--- src/rtl/core/prc_pkg.sv ---
// ----------------------------------------------------------------------------
// prc_pkg
// Shared types and constants of the polygon rectangle clipper.
// ----------------------------------------------------------------------------
package prc_pkg;

	localparam int COORD_W = 24;
	localparam int CFG_IDX_W = 3;

	localparam logic [CFG_IDX_W-1:0] REG_LEFT   = 3'd0;
	localparam logic [CFG_IDX_W-1:0] REG_RIGHT  = 3'd1;
	localparam logic [CFG_IDX_W-1:0] REG_TOP    = 3'd2;
	localparam logic [CFG_IDX_W-1:0] REG_BOTTOM = 3'd3;

	typedef logic signed [COORD_W-1:0] coord_t;

	typedef struct packed {
		coord_t vertex_x;
		coord_t vertex_y;
		logic   last_vertex;
	} in_item_t;

	typedef struct packed {
		coord_t out_x;
		coord_t out_y;
		logic   out_last;
		logic   empty_res;
		logic   overflow;
	} out_item_t;

	// vertex stream between cells; eop closes a polygon and may carry no vertex
	typedef struct packed {
		coord_t x;
		coord_t y;
		logic   has_vtx;
		logic   eop;
		logic   ovf;
	} token_t;

endpackage

--- src/rtl/core/prc_clip_cell.sv ---
// ----------------------------------------------------------------------------
// prc_clip_cell
// One clip pass against a single boundary: buffers a polygon, then walks it.
// ----------------------------------------------------------------------------
module prc_clip_cell #(
	parameter int DEPTH = 16,
	parameter int MAXS = 16,
	parameter bit ON_Y = 1'b0,
	parameter bit KEEP_GE = 1'b1
) (
	input  logic            clk,
	input  logic            arst_n,
	input  prc_pkg::coord_t edge_val,
	input  logic            in_valid,
	output logic            in_ready,
	input  prc_pkg::token_t in_tok,
	output logic            out_valid,
	input  logic            out_ready,
	output prc_pkg::token_t out_tok
);

	localparam int CW = prc_pkg::COORD_W;
	localparam int AW = $clog2(DEPTH);
	localparam int CNTW = $clog2(DEPTH + 1);
	localparam int OCW = $clog2(MAXS + 1);
	localparam int PW = 2 * (CW + 1);
	localparam int SW = $clog2(PW + 1);
	localparam logic [CNTW-1:0] DEPTH_C = CNTW'(DEPTH);
	localparam logic [OCW-1:0] MAXS_C = OCW'(MAXS);
	localparam logic [SW-1:0] LAST_STEP_C = SW'(PW - 1);
	localparam logic signed [PW+1:0] CMAX = (PW+2)'((64'sd1 <<< (CW - 1)) - 64'sd1);
	localparam logic signed [PW+1:0] CMIN = -CMAX - (PW+2)'(1);

	localparam logic [3:0] S_COLL  = 4'd0;
	localparam logic [3:0] S_RPREV = 4'd1;
	localparam logic [3:0] S_LPREV = 4'd2;
	localparam logic [3:0] S_EVAL  = 4'd3;
	localparam logic [3:0] S_MUL   = 4'd4;
	localparam logic [3:0] S_DIV   = 4'd5;
	localparam logic [3:0] S_FIN   = 4'd6;
	localparam logic [3:0] S_EMITX = 4'd7;
	localparam logic [3:0] S_EMITC = 4'd8;
	localparam logic [3:0] S_ADV   = 4'd9;
	localparam logic [3:0] S_WAIT  = 4'd10;
	localparam logic [3:0] S_END   = 4'd11;

	logic [3:0]      state_q;
	logic [CNTW-1:0] cnt_q, idx_q, cnt_n;
	logic [OCW-1:0]  ocnt_q;
	logic            ovf_q;
	logic [2*CW-1:0] mem [DEPTH];
	logic [2*CW-1:0] rdata_q;
	prc_pkg::coord_t prev_x_q, prev_y_q, cur_x_q, cur_y_q, cross_q;
	logic            cin_q, neg_q;
	logic [CW:0]     mag_a_q, mag_b_q, mag_c_q;
	logic [PW-1:0]   prod_q;
	logic [CW:0]     rem_q;
	logic [SW-1:0]   step_q;

	prc_pkg::coord_t rd_x, rd_y, pa, ca, po, co, coc;
	logic            pin, cin, wr_en, room, full_out;
	logic signed [CW:0] da, db, dc;
	logic [CW+1:0]   rem_sh;
	logic            qbit;
	logic signed [PW+1:0] qs, sum;
	prc_pkg::coord_t clamped;

	assign rd_x = rdata_q[2*CW-1:CW];
	assign rd_y = rdata_q[CW-1:0];
	assign pa = ON_Y ? prev_y_q : prev_x_q;
	assign po = ON_Y ? prev_x_q : prev_y_q;
	assign ca = ON_Y ? rd_y : rd_x;
	assign co = ON_Y ? rd_x : rd_y;
	assign coc = ON_Y ? cur_x_q : cur_y_q;
	assign pin = KEEP_GE ? (pa >= edge_val) : (pa < edge_val);
	assign cin = KEEP_GE ? (ca >= edge_val) : (ca < edge_val);
	assign da = {po[CW-1], po} - {co[CW-1], co};
	assign db = {edge_val[CW-1], edge_val} - {ca[CW-1], ca};
	assign dc = {pa[CW-1], pa} - {ca[CW-1], ca};

	// restoring divide, quotient bits shift into the product register
	assign rem_sh = {rem_q, prod_q[PW-1]};
	assign qbit = rem_sh >= {1'b0, mag_c_q};

	assign qs = neg_q ? -$signed({2'b00, prod_q}) : $signed({2'b00, prod_q});
	assign sum = qs + {{(PW+2-CW){coc[CW-1]}}, coc};
	always_comb begin
		if (sum > CMAX) begin
			clamped = CMAX[CW-1:0];
		end else if (sum < CMIN) begin
			clamped = CMIN[CW-1:0];
		end else begin
			clamped = sum[CW-1:0];
		end
	end

	assign room = cnt_q < DEPTH_C;
	assign wr_en = (state_q == S_COLL) && in_valid && in_tok.has_vtx && room;
	assign cnt_n = cnt_q + CNTW'(wr_en);
	assign full_out = ocnt_q >= MAXS_C;

	assign in_ready = state_q == S_COLL;

	always_comb begin
		out_tok = '0;
		out_valid = 1'b0;
		case (state_q)
			S_EMITX: begin
				out_valid = !full_out;
				out_tok.has_vtx = 1'b1;
				out_tok.x = ON_Y ? cross_q : edge_val;
				out_tok.y = ON_Y ? edge_val : cross_q;
			end
			S_EMITC: begin
				out_valid = !full_out;
				out_tok.has_vtx = 1'b1;
				out_tok.x = cur_x_q;
				out_tok.y = cur_y_q;
			end
			S_END: begin
				out_valid = 1'b1;
				out_tok.eop = 1'b1;
				out_tok.ovf = ovf_q;
			end
			default: begin
				out_valid = 1'b0;
			end
		endcase
	end

	always_ff @(posedge clk) begin
		if (wr_en) begin
			mem[cnt_q[AW-1:0]] <= {in_tok.x, in_tok.y};
		end
		rdata_q <= mem[idx_q[AW-1:0]];
	end

	always_ff @(posedge clk or negedge arst_n) begin
		if (!arst_n) begin
			state_q <= S_COLL;
			cnt_q <= '0;
			idx_q <= '0;
			ocnt_q <= '0;
			ovf_q <= 1'b0;
			step_q <= '0;
		end else begin
			case (state_q)
				S_COLL: begin
					if (in_valid) begin
						cnt_q <= cnt_n;
						ovf_q <= ovf_q | in_tok.ovf | (in_tok.has_vtx && !room);
						if (in_tok.eop) begin
							if (cnt_n == '0) begin
								state_q <= S_END;
							end else begin
								idx_q <= cnt_n - CNTW'(1);
								state_q <= S_RPREV;
							end
						end
					end
				end
				S_RPREV: begin
					idx_q <= '0;
					state_q <= S_LPREV;
				end
				S_LPREV: begin
					state_q <= S_EVAL;
				end
				S_EVAL: begin
					if (pin != cin) begin
						if (dc == '0) begin
							state_q <= S_EMITX;
						end else begin
							state_q <= S_MUL;
						end
					end else if (cin) begin
						state_q <= S_EMITC;
					end else begin
						state_q <= S_ADV;
					end
				end
				S_MUL: begin
					step_q <= '0;
					state_q <= S_DIV;
				end
				S_DIV: begin
					step_q <= step_q + SW'(1);
					if (step_q == LAST_STEP_C) begin
						state_q <= S_FIN;
					end
				end
				S_FIN: begin
					state_q <= S_EMITX;
				end
				S_EMITX: begin
					if (full_out) begin
						ovf_q <= 1'b1;
						state_q <= cin_q ? S_EMITC : S_ADV;
					end else if (out_ready) begin
						ocnt_q <= ocnt_q + OCW'(1);
						state_q <= cin_q ? S_EMITC : S_ADV;
					end
				end
				S_EMITC: begin
					if (full_out) begin
						ovf_q <= 1'b1;
						state_q <= S_ADV;
					end else if (out_ready) begin
						ocnt_q <= ocnt_q + OCW'(1);
						state_q <= S_ADV;
					end
				end
				S_ADV: begin
					if (idx_q + CNTW'(1) == cnt_q) begin
						state_q <= S_END;
					end else begin
						idx_q <= idx_q + CNTW'(1);
						state_q <= S_WAIT;
					end
				end
				S_WAIT: begin
					state_q <= S_EVAL;
				end
				S_END: begin
					if (out_ready) begin
						cnt_q <= '0;
						ocnt_q <= '0;
						ovf_q <= 1'b0;
						state_q <= S_COLL;
					end
				end
				default: begin
					state_q <= S_COLL;
				end
			endcase
		end
	end

	// datapath registers
	always_ff @(posedge clk) begin
		case (state_q)
			S_LPREV: begin
				prev_x_q <= rd_x;
				prev_y_q <= rd_y;
			end
			S_EVAL: begin
				cur_x_q <= rd_x;
				cur_y_q <= rd_y;
				cin_q <= cin;
				mag_a_q <= da[CW] ? CW'(1) + (CW+1)'(~da) : da;
				mag_b_q <= db[CW] ? CW'(1) + (CW+1)'(~db) : db;
				mag_c_q <= dc[CW] ? CW'(1) + (CW+1)'(~dc) : dc;
				neg_q <= da[CW] ^ db[CW] ^ dc[CW];
				cross_q <= co;
			end
			S_MUL: begin
				prod_q <= mag_a_q * mag_b_q;
				rem_q <= '0;
			end
			S_DIV: begin
				prod_q <= {prod_q[PW-2:0], qbit};
				rem_q <= qbit ? CW'(0) + (CW+1)'(rem_sh - {1'b0, mag_c_q})
				              : rem_sh[CW:0];
			end
			S_FIN: begin
				cross_q <= clamped;
			end
			S_ADV: begin
				prev_x_q <= cur_x_q;
				prev_y_q <= cur_y_q;
			end
			default: begin
				cross_q <= cross_q;
			end
		endcase
	end

endmodule

--- config.mk ---
export PLATFORM = sky130hd
export DESIGN_NAME = prc_clip_cell
export DESIGN_NICKNAME = d
export VERILOG_FILES = /design/src/rtl/core/prc_pkg.sv /design/src/rtl/core/prc_clip_cell.sv
export SDC_FILE = /design/constraint.sdc
export NUM_CORES = 2
export LEC_CHECK = 0
export ABC_AREA = 1
export CORE_MARGIN = 2
export CORE_UTILIZATION = 65
export CTS_CLUSTER_DIAMETER = 150
export CTS_CLUSTER_SIZE = 40
export DETAILED_ROUTE_END_ITERATION = 16
export DONT_BUFFER_PORTS = 1
export PLACE_DENSITY = 0.81
export RECOVER_POWER = 100
export SLEW_MARGIN = 0
export SYNTH_ARGS = -nofsm -noshare
export SYNTH_HDL_FRONTEND = slang
export SYNTH_SLANG_ARGS = --single-unit
--- constraint.sdc ---
create_clock -name clk -period 19.1 [get_ports clk]
set_clock_uncertainty 0.2 [all_clocks]
set_input_delay 1.91 -clock clk [delete_from_list [all_inputs] [get_ports clk]]
set_output_delay 1.91 -clock clk [all_outputs]
set_load 0.05 [all_outputs]
==> results.toml <==
[cts]
cts.sinks = 1114
ctsResizeCount = 0
clockRootBuffer = "clkbuf_16"
ctsHoldBuffers = 0
cts_setup_buffers = 0
clockBufferDepth = 3
tritoncts = "yes"
clkTransAtPathRegs_ps = 150
cts_made_buffers = 35
clk-insertion-delay-late_ps = 650
cts.htree.levels = 2

[setup_path]
critical_path_required_ps = 19380
start_kind = "register"
path_class = "reg -> reg"
r2r_start = "idx_q[2]$_DFFE_PN0P_"
ff2ff_path_depth = 5
end_kind = "register"
cp_max_fo = 56
r2r-end = "rdata_q[15]$_DFF_P_"
reg2reg_slack_ps = 9680
cp.arrival_ps = 9700

[run]
cap_violations = 58

[sta]
min_period_ps = 9420
rsz0062_at_grt = "false"
slew_headroom_pct = -166
hold_viol_final = 0
finalCritPeriodShare_pct = 49.3
layout_setup_ws_ps = 9680
setup_violations = 0
worstMarginPinSlew_ps = 3990
slew_viol_final = 1393
fmax_mhz = 106
setup_tns_ps = 0

[yosys]
avgSynthCellArea_sq_um = 8.88
synthArstFlopShare_pct = 2.33
synth_seq_area_share_pct = 41.8
syn_area_sq_mm = 0.0786
synth-edff-count = 1040
ys_ff_latch = 1114
synth_ff_type = "edfxtp_1"
synth_cell_types = 66
ys.warnings.count = 0
syn_inst = 8853
syn_nets = 9833

[cells_and_area]
multi_input_area_sq_mm = 0.0384
fillCellCount = 9534
ff_latch_area_sq_mm = 0.0329
fin_area_sq_mm = 0.0808
nets = 9577
area_growth_pct = 2.74
layout-drive-gt1-share_pct = 2.63
fin_cells = 10246

[drt]
antenna_left = 0
initialDrtViolationCount = 6627
drt-wirelength-per-cell_um = 21.2
wl_met3_um = 20900
wl_met2_um = 103000
via_count = 60558
route.layer.met1.wl_um = 81400
drc_errors = 0
drtPass1Iterations = 8
top_layer_used = "met5"
vias_per_cell = 5.91
postRouteWirelength_um = 217000

[global_routing]
grt_pass1_vias = 59906
grt_max_degree = 205
antenna_found_initial = 9
grt_first_pass_wirelength_um = 336000
grt_use_total_pct = 35.4
overflow = 0

[min_path]
min_path_cells = 0
hold_path.startpoint = "rdata_q[41]$_DFF_P_"
min_to = "cur_x_q[17]$_DFFE_PP_"
min_path_type = "reg -> reg"

[place]
routabilityCongestion = 1.00
hpwl_um = 156000
place_ws_ps = 11190
dpl_cell_area_sq_mm = 0.0800
port_buffers = 0
place_inst = 10172

[floorplan]
ios = 132
coreArea_sq_mm = 0.120
die-area_sq_mm = 0.124
die_y_um = 352
die_x_um = 352
initial_core_util_pct = 65.5
placementRows = 127

[power_and_ir_drop]
peakVddDrop_uv = 134
power.density_mw_per_mm2 = 47.5
finalPower_mw = 3.83
leakage_nw = 36.6

[run_status]
outcome = "finished with violations"
violations = "max-capacitance violations, max-slew violations"
-- synth_stat cells, types with 4 or more instances --
library cell / count / area (sq um)
nand2_2: 31 / 194
a211oi_1: 4 / 30.0
nor2_2: 36 / 225
a22oi_1: 12 / 90.1
o21bai_1: 20 / 150
and2_1: 9 / 56.3
buf_6: 5 / 56.3
nand3b_1: 22 / 165
a31oi_1: 32 / 200
o22ai_1: 234 / 1460
ha_1: 370 / 4630
a21o_1: 14 / 105
xnor2_1: 76 / 666
o21ai_2: 5 / 43.8
nor2_1: 860 / 3230
nor3_2: 14 / 140
dfrtp_1: 26 / 651
xor2_1: 166 / 1450
a22o_1: 8 / 70.1
a21oi_1: 259 / 1300
nor3_1: 56 / 280
o21a_1: 13 / 97.6
nor2_4: 6 / 67.6
nand4_1: 65 / 407
dfxtp_1: 48 / 961
buf_2: 7 / 35.0
a21boi_0: 6 / 45.0
clkinv_1: 5 / 18.8
nand3_2: 9 / 90.1
o21ai_0: 737 / 3690
inv_2: 18 / 67.6
o31ai_1: 6 / 45.0
nand3_1: 197 / 986
nor4_1: 17 / 106
o211ai_1: 7 / 52.6
fa_1: 531 / 10600
or2_2: 20 / 125
inv_1: 1558 / 5850
or2_1: 4 / 25.0
buf_1: 5 / 18.8
edfxtp_1: 1040 / 31200
o21ai_1: 13 / 65.1
clkbuf_1: 351 / 1320
nand2_1: 1894 / 7110
-- registers in the layout, indices dropped and copies added (netlist names), 25 cells and up --
register and flops:
mag_a_q 25, mag_c_q 25, mag_b_q 25, rdata_q 48
mem 768, rem_q 25, prod_q 50
-- worst max path at each step --
stage / slack [ps] / end / cells past startpoint / start
finish: 9680 / rdata_q[15]$_DFF_P_ / 5 / idx_q[2]$_DFFE_PN0P_
global route: 9440 / rdata_q[15]$_DFF_P_ / 5 / idx_q[2]$_DFFE_PN0P_
CTS: 11160 / prod_q[25]$_DFFE_PP_ / 23 / mag_a_q[10]$_DFFE_PP_
detailed placement: 11190 / prod_q[25]$_DFFE_PP_ / 23 / mag_b_q[11]$_DFFE_PP_
global placement: 11160 / prod_q[25]$_DFFE_PP_ / 23 / mag_a_q[10]$_DFFE_PP_
floorplan: 11480 / cross_q[0]$_DFFE_PP_ / 5 / state_q[2]$_DFFE_PN0P_
-- where the power goes --
part	internal, mW	leakage [nW]	switching, mW
Clock	0.391	0.543	0.722
Combinational	0.0209	25.7	0.0429
Sequential	2.66	10.3	0.00112
-- cells by family after synthesis --
family	after synthesis	synth area share [%]
and+or+nand+nor	3250	16.9
adders and majority gates	901	19.4
xor gates and xnor gates	248	2.83
buffers and inverters	1950	9.37
AOI/OAI and AO/OA	1390	9.71
DFF	1114	41.8
-- layout by cell type (no fill, tap or decap), drive strengths merged, types with 14 or more instances in the layout --
cell type  instances
a21o              14
a21oi            261
a31oi             32
buf               41
clkbuf            91
dfrtp             26
dfxtp             48
edfxtp          1040
fa               531
ha               370
inv             1582
nand2           1927
nand3            206
nand3b            23
nand4             65
nor2             902
nor3              70
nor4              18
o21ai            755
o21bai            20
o22ai            234
or2               24
xnor2             78
xor2             170
-- metal layers --
metal | up-vias | global-route usage, %
met2 | 3117 | 59.4
met5 | - | 0
li1 | 27867 | -
met1 | 28940 | 45.4
met4 | 6 | 16.6
met3 | 628 | 5.53
-- stage by stage --
step | util [%] | hold WS (ps)
after detailed placement | 66.7 | 218
after CTS | 67.6 | 253
after floorplan | - | 208
after global routing | 67.3 | 262
after global placement | 66.7 | 213
final | 67.3 | 253
-- worst max-delay path, cell delays in order, from the launching register on --
cell and delay (ps):
dfrtp_1 2070, clkbuf_1 2000, clkinvlp_2 2560, clkbuf_1 1480
o21ai_0 600, o22ai_1 280
-- cell type report --
class,instances,share of cell area (%)
well taps,1612,2.50
clock buffers,56,1.21
multi-input cells,5789,47.5
repair buffers,76,0.544
inverters,1581,7.36
diodes,10,0.0310
clock inverters,8,0.209
flip-flops and latches,1114,40.7
No activity file was read; power rests on OpenSTA's default activity.
